<file path="config.mk">
export PLATFORM = sky130hd
export DESIGN_NAME = mva_ctrl
export DESIGN_NICKNAME = d
export VERILOG_FILES = /design/src/hw/rtl/mva_pkg.sv /design/src/hw/rtl/mva_ctrl.sv
export SDC_FILE = /design/constraint.sdc
export NUM_CORES = 1
export LEC_CHECK = 0
export BUFFER_PORTS_ARGS = -buffer_cell sky130_fd_sc_hd__buf_2
export CORE_AREA = 2 2 39 41
export CTS_CLUSTER_DIAMETER = 80
export DETAILED_ROUTE_END_ITERATION = 10
export DIE_AREA = 0 0 41 43
export GPL_TIMING_DRIVEN = 0
export PLACE_DENSITY_LB_ADDON = 0.15
export SYNTH_ARGS = -nofsm -noshare
export SYNTH_HDL_FRONTEND = slang
export SYNTH_SLANG_ARGS = --single-unit
</file>
<file path="constraint.sdc">
create_clock -name clk -period 3 [get_ports clk]
set_clock_uncertainty 0.1 [all_clocks]
set_input_delay 0.3 -clock clk [delete_from_list [all_inputs] [get_ports clk]]
set_output_delay 0.3 -clock clk [all_outputs]
set_load 0.02 [all_outputs]
</file>
<file path="src/hw/rtl/mva_pkg.sv">
// Package for the masked vector ALU: operation codes, lane types, command and status structs.
// No dependencies.
`default_nettype none
package mva_pkg;
    localparam int unsigned MODE_W = 5;
    localparam int unsigned DATA_W = 32;
    localparam int unsigned MAX_LANES = 4;

    localparam logic [MODE_W-1:0] OP_BCAST   = 5'd0;
    localparam logic [MODE_W-1:0] OP_MOVE    = 5'd1;
    localparam logic [MODE_W-1:0] OP_ADD     = 5'd2;
    localparam logic [MODE_W-1:0] OP_SUB     = 5'd3;
    localparam logic [MODE_W-1:0] OP_MUL     = 5'd4;
    localparam logic [MODE_W-1:0] OP_DIV     = 5'd5;
    localparam logic [MODE_W-1:0] OP_SRA     = 5'd6;
    localparam logic [MODE_W-1:0] OP_AND     = 5'd7;
    localparam logic [MODE_W-1:0] OP_ABS     = 5'd8;
    localparam logic [MODE_W-1:0] OP_GT      = 5'd9;
    localparam logic [MODE_W-1:0] OP_LT      = 5'd10;
    localparam logic [MODE_W-1:0] OP_EQ      = 5'd11;
    localparam logic [MODE_W-1:0] OP_PAIRADD = 5'd12;
    localparam logic [MODE_W-1:0] OP_ILEAVE  = 5'd13;
    localparam logic [MODE_W-1:0] OP_MNOT    = 5'd14;
    localparam logic [MODE_W-1:0] OP_MOR     = 5'd15;
    localparam logic [MODE_W-1:0] OP_MAND    = 5'd16;
    localparam logic [MODE_W-1:0] OP_POPCNT  = 5'd17;
    localparam logic [MODE_W-1:0] OP_FIRSTN  = 5'd18;

    typedef logic [DATA_W-1:0] word_t;

    typedef struct packed {
        logic load;     // capture the input item
        logic exec;     // apply the operation of a non-divide mode
        logic div_start;
        logic div_step;
        logic div_done; // write quotients
    } cmd_t;

    typedef struct packed {
        logic is_div;
        logic div_last;
    } status_t;
endpackage
`default_nettype wire

</file>
<file path="src/hw/rtl/mva_ctrl.sv">
// Controller of the masked vector ALU: sequences load, execute, divide and output.
// Depends on mva_pkg.
`default_nettype none
module mva_ctrl (
    input  wire logic             clk,
    input  wire logic             rst_n,
    input  wire logic             in_fire,
    input  wire logic             out_fire,
    input  wire mva_pkg::status_t status,
    output mva_pkg::cmd_t         cmd,
    output logic                  in_ready,
    output logic                  out_valid
);
    localparam logic [2:0] S_IDLE = 3'd0;
    localparam logic [2:0] S_EXEC = 3'd1;
    localparam logic [2:0] S_DIV  = 3'd2;
    localparam logic [2:0] S_OUT  = 3'd3;
    localparam logic [2:0] S_DONE = 3'd4;

    logic [2:0] state_reg, state_next;

    always_ff @(posedge clk or negedge rst_n)
    begin
        if (!rst_n)
            state_reg <= S_IDLE;
        else
            state_reg <= state_next;
    end

    always_comb
    begin
        state_next = state_reg;
        cmd = '0;
        in_ready = 1'b0;
        out_valid = 1'b0;
        case (state_reg)
            S_IDLE:
            begin
                in_ready = 1'b1;
                cmd.load = in_fire;
                if (in_fire)
                    state_next = S_EXEC;
            end
            S_EXEC:
            begin
                if (status.is_div)
                begin
                    cmd.div_start = 1'b1;
                    state_next = S_DIV;
                end
                else
                begin
                    cmd.exec = 1'b1;
                    state_next = S_OUT;
                end
            end
            S_DIV:
            begin
                cmd.div_step = 1'b1;
                if (status.div_last)
                    state_next = S_DONE;
            end
            S_DONE:
            begin
                // quotients are complete only after the last step has landed
                cmd.div_done = 1'b1;
                state_next = S_OUT;
            end
            S_OUT:
            begin
                out_valid = 1'b1;
                if (out_fire)
                    state_next = S_IDLE;
            end
            default: state_next = S_IDLE;
        endcase
    end
endmodule
`default_nettype wire

</file>
# Word level (Yosys, flattened, before mapping)
# Cells that the tools add are included.
# word_totals
reg_bits	3
in_bits	6
output_inout_bits	7
elab_cells	23
# op_classes
eq_ne	7
muxes	13
n_reduce_logical	2
# ops
operator	n
one-hot mux 3 bit (5 select lines)	1
2-to-1 mux 3 bit	3
2-to-1 mux 1 bit	8
equality test 3 x 2 -> 1 bit (second input constant)	2
inequality test 2 bit (second input constant)	3
equality test 3 x 1 -> 1 bit (second input constant)	1
equality test 3 bit (second input constant)	1
logical NOT 3 bit	1
AND reduction 3 bit	1
2-to-1 mux 2 bit	1

# Logic depth before layout (Yosys ltp)
# logic_depth
ltp_word	3
ltp_mapped	3
depth_no_buf	3

# Worst setup path before layout
# No wires, ideal clock.
# synth_path
path_kind	reg-to-output
start	register state_reg[1]
end	output cmd[4] (netlist name)
t_arrival_ns	1.313
required_ns	2.600
path_slack_ns	1.287
stages_incl_launch_ff	3
n_path_buf	0
path_cell_list	dfrtp_1 nor3_1 and2_1
# synth_lines
item	line	text
start: declaration	mva_ctrl.sv:20	logic [2:0] state_reg, state_next;
start signal: assignment	mva_ctrl.sv:27	state_reg <= state_next;
end: declaration	mva_ctrl.sv:10	output mva_pkg::cmd_t cmd,

==> flow_summary.toml <==
[run_status]
status = "finished clean"

[clocking]
cts.sinks = 3
htree_levels = 1
clock_latency_ns = 0.23
clkTransAtPathRegs_ns = 0.03
root_buffer = "clkbuf_4"
cts_buffers = 3
cts.path.max_buffers = 2
cts_setup_buffers = 0
cts_tree = "built"
cts_resized = 0
cts-hold-fix-buffers = 1

[worst_setup_path]
r2r_setup_slack_ns = 1.71
critical_path_arrival_ns = 1.31
timing.rr.start = "state_reg[2]"
critPathKind = "flop to output pin"
startpoint_type = "flop"
crit_start = "state_reg[2]"
cp_max_fo = 6
endpoint = "cmd[2]"
crit_path_end_kind = "output pin"
regToRegEndpoint = "state_reg[1]"
worstPathRequired_ns = 2.60
r2r_cells = 3

[placed_design]
place_area_sq_um = 263
routabilityCongestion = 0.713
hpwl_um = 383
port_buffers = 12

[synth]
postSynthAreaPerCell_sq_um = 8.70
synthesis.area_sq_um = 183
synth_area_leader_cell = "dfrtp_1"
syn_nets = 27
ys_ff_latch = 3
yosysSeqAreaShare_pct = 41.1
synth.area.top_cells = "dfrtp_1 41%, and2_1 10%, nand2b_1 6.8%"
yosys_warnings = 0
yosys.area.top_type_share_pct = 41.1
synth_cell_types = 12
syn_inst = 21

[power]
p_total_uw = 315
p_comb_share_pct = 50.7
swShare_pct = 44.7
power.density_mw_per_mm2 = 1050
p_int_uw = 174
pwr-share-seq_pct = 27.4
p_switching_uw = 141
clockPowerShare_pct = 21.8
p_leak_nw = 0.157
ir_drop_v = 0.000250

[grt]
met2_usage_pct = 9.06
grt_overflow = 0
grt_pass1_wl_um = 821
grt_pass1_vias = 205
grt_max_degree = 8
met1_usage_pct = 8.39
grtUsageMet3_pct = 3.14
grt_util_all_layers_pct = 7.34
busiest_layer = "met2"
antenna_found_initial = 0

[final_layout]
areaGrowthSynthToFinish_pct = 63.7
largest_reg_flops = 3
multiInputGateArea_sq_um = 104
utilization_pct = 21.6
ff_latch_area_sq_um = 75.1
stdcell_area_sq_um = 299
drive_above_1_share_pct = 47.4
n_fill_cell = 163
antenna_cells = 0
nets = 45

[route]
post_drt_wl_per_cell_um = 9.00
route.detailed.drc = 0
vias = 198
drt-total-wl_um = 486
detail-route-antenna-nets = 0
dr.pass1.iters = 2
vias_per_cell = 3.67
drtIter0Drc = 2

[floorplanning]
core_area_sq_mm = 0.00138
die_x_um = 41
dieArea_sq_mm = 0.00176
num_rows = 14
die_y_um = 43
io_pins = 13
initial_utilization_pct = 13.2

[sta]
period_share_pct = 57.0
fmax_ghz = 0.584
rsz0062_at_grt = "no"
setup_violations = 0
tns_ns = 0
layout_min_cycle_time_ns = 1.71
finalMaxSlewViolations = 0
holdWs_ns = 0.198
hold_violations = 0
worst_pin_slew_ns = 0.251
slew_headroom_pct = 83.3

[hold_path]
holdCritPathClass = "primary input to flop"

[run]
max_cap_viol_count = 0
## cell type report
| type | count | area share [%] |
|---|---|---|
| Inverter | 1 | 1.26 |
| Clock buffer | 4 | 8.79 |
| Tap cell | 16 | 6.69 |
| Timing Repair Buffer | 13 | 23.4 |
| Sequential cell | 3 | 25.1 |
| Multi-Input combinational cell | 17 | 34.7 |
## worst min path at each step
stage / to / from / depth (start not counted)
after global routing: state_reg[2] / status[0] / 2
after floorplan: state_reg[0] / rst_n / 0
after CTS: state_reg[2] / status[0] / 2
final: state_reg[2] / status[0] / 2
after global placement: state_reg[1] / rst_n / 1
after detailed placement: state_reg[1] / rst_n / 1
## metal layers
| layer | share of wire (%) | wire length [um] | up-vias |
|---|---|---|---|
| li1 | - | - | 105 |
| met1 | 43 | 209 | 85 |
| met2 | 50 | 244 | 8 |
| met3 | 6.6 | 32 | 0 |
| met4 | 0 | 0 | 0 |
| met5 | 0 | 0 | - |
## kinds of logic (layout without fill, tap and decap cells)
| logic type | after synthesis | after routing | synth area share [%] |
|---|---|---|---|
| and+or+nand+nor | 13 | 13 | 40.4 |
| AOI/OAI and AO/OA | 3 | 3 | 10.3 |
| DFF | 3 | 3 | 41.1 |
| muxes | 1 | 1 | 6.16 |
| buffers and inverters | 1 | 18 | 2.05 |
## metrics by stage
stage | instances | worst slack (ns)
3_3_place_gp | 49 | 1.54
2_1_floorplan | 21 | 1.29
3_5_place_dp | 49 | 1.53
4_1_cts | 54 | 1.27
6_report | 54 | 1.29
5_1_grt | 54 | 1.21
## cell usage in the layout (no fill, tap or decap)
cell type	instances
dlygate4sd3_1	1
and2_1	3
mux2_2	1
buf_2	12
o32ai_1	1
nor2_2	1
inv_1	1
nor2_1	3
o21ai_0	2
nor3_1	2
clkbuf_1	1
dfrtp_1	3
clkbuf_4	3
or3_1	1
and2_4	1
nand2b_1	2
## power groups by stage
stage	clock network (mW)	registers [mW]	logic (mW)
floorplan	0	0.0785	0.116
global placement	0	0.0874	0.162
detailed placement	0	0.0879	0.160
CTS	0.0731	0.0875	0.162
global route	0.0764	0.0916	0.175
finish	0.0688	0.0864	0.160
## worst max-delay path, cell delays in order (launching register included)
cell	delay, ns
dfrtp_1	0.42
nand2b_1	0.24
nor2_1	0.14
and2_1	0.13
buf_2	0.15
## cell usage after synthesis, drive strengths merged
library cell	number
nand2b	2
nor3	2
o21ai	2
inv	1
or3	1
nor2	4
and2	4
o32ai	1
dfrtp	3
mux2	1
Power figures use the tool's default switching activity.
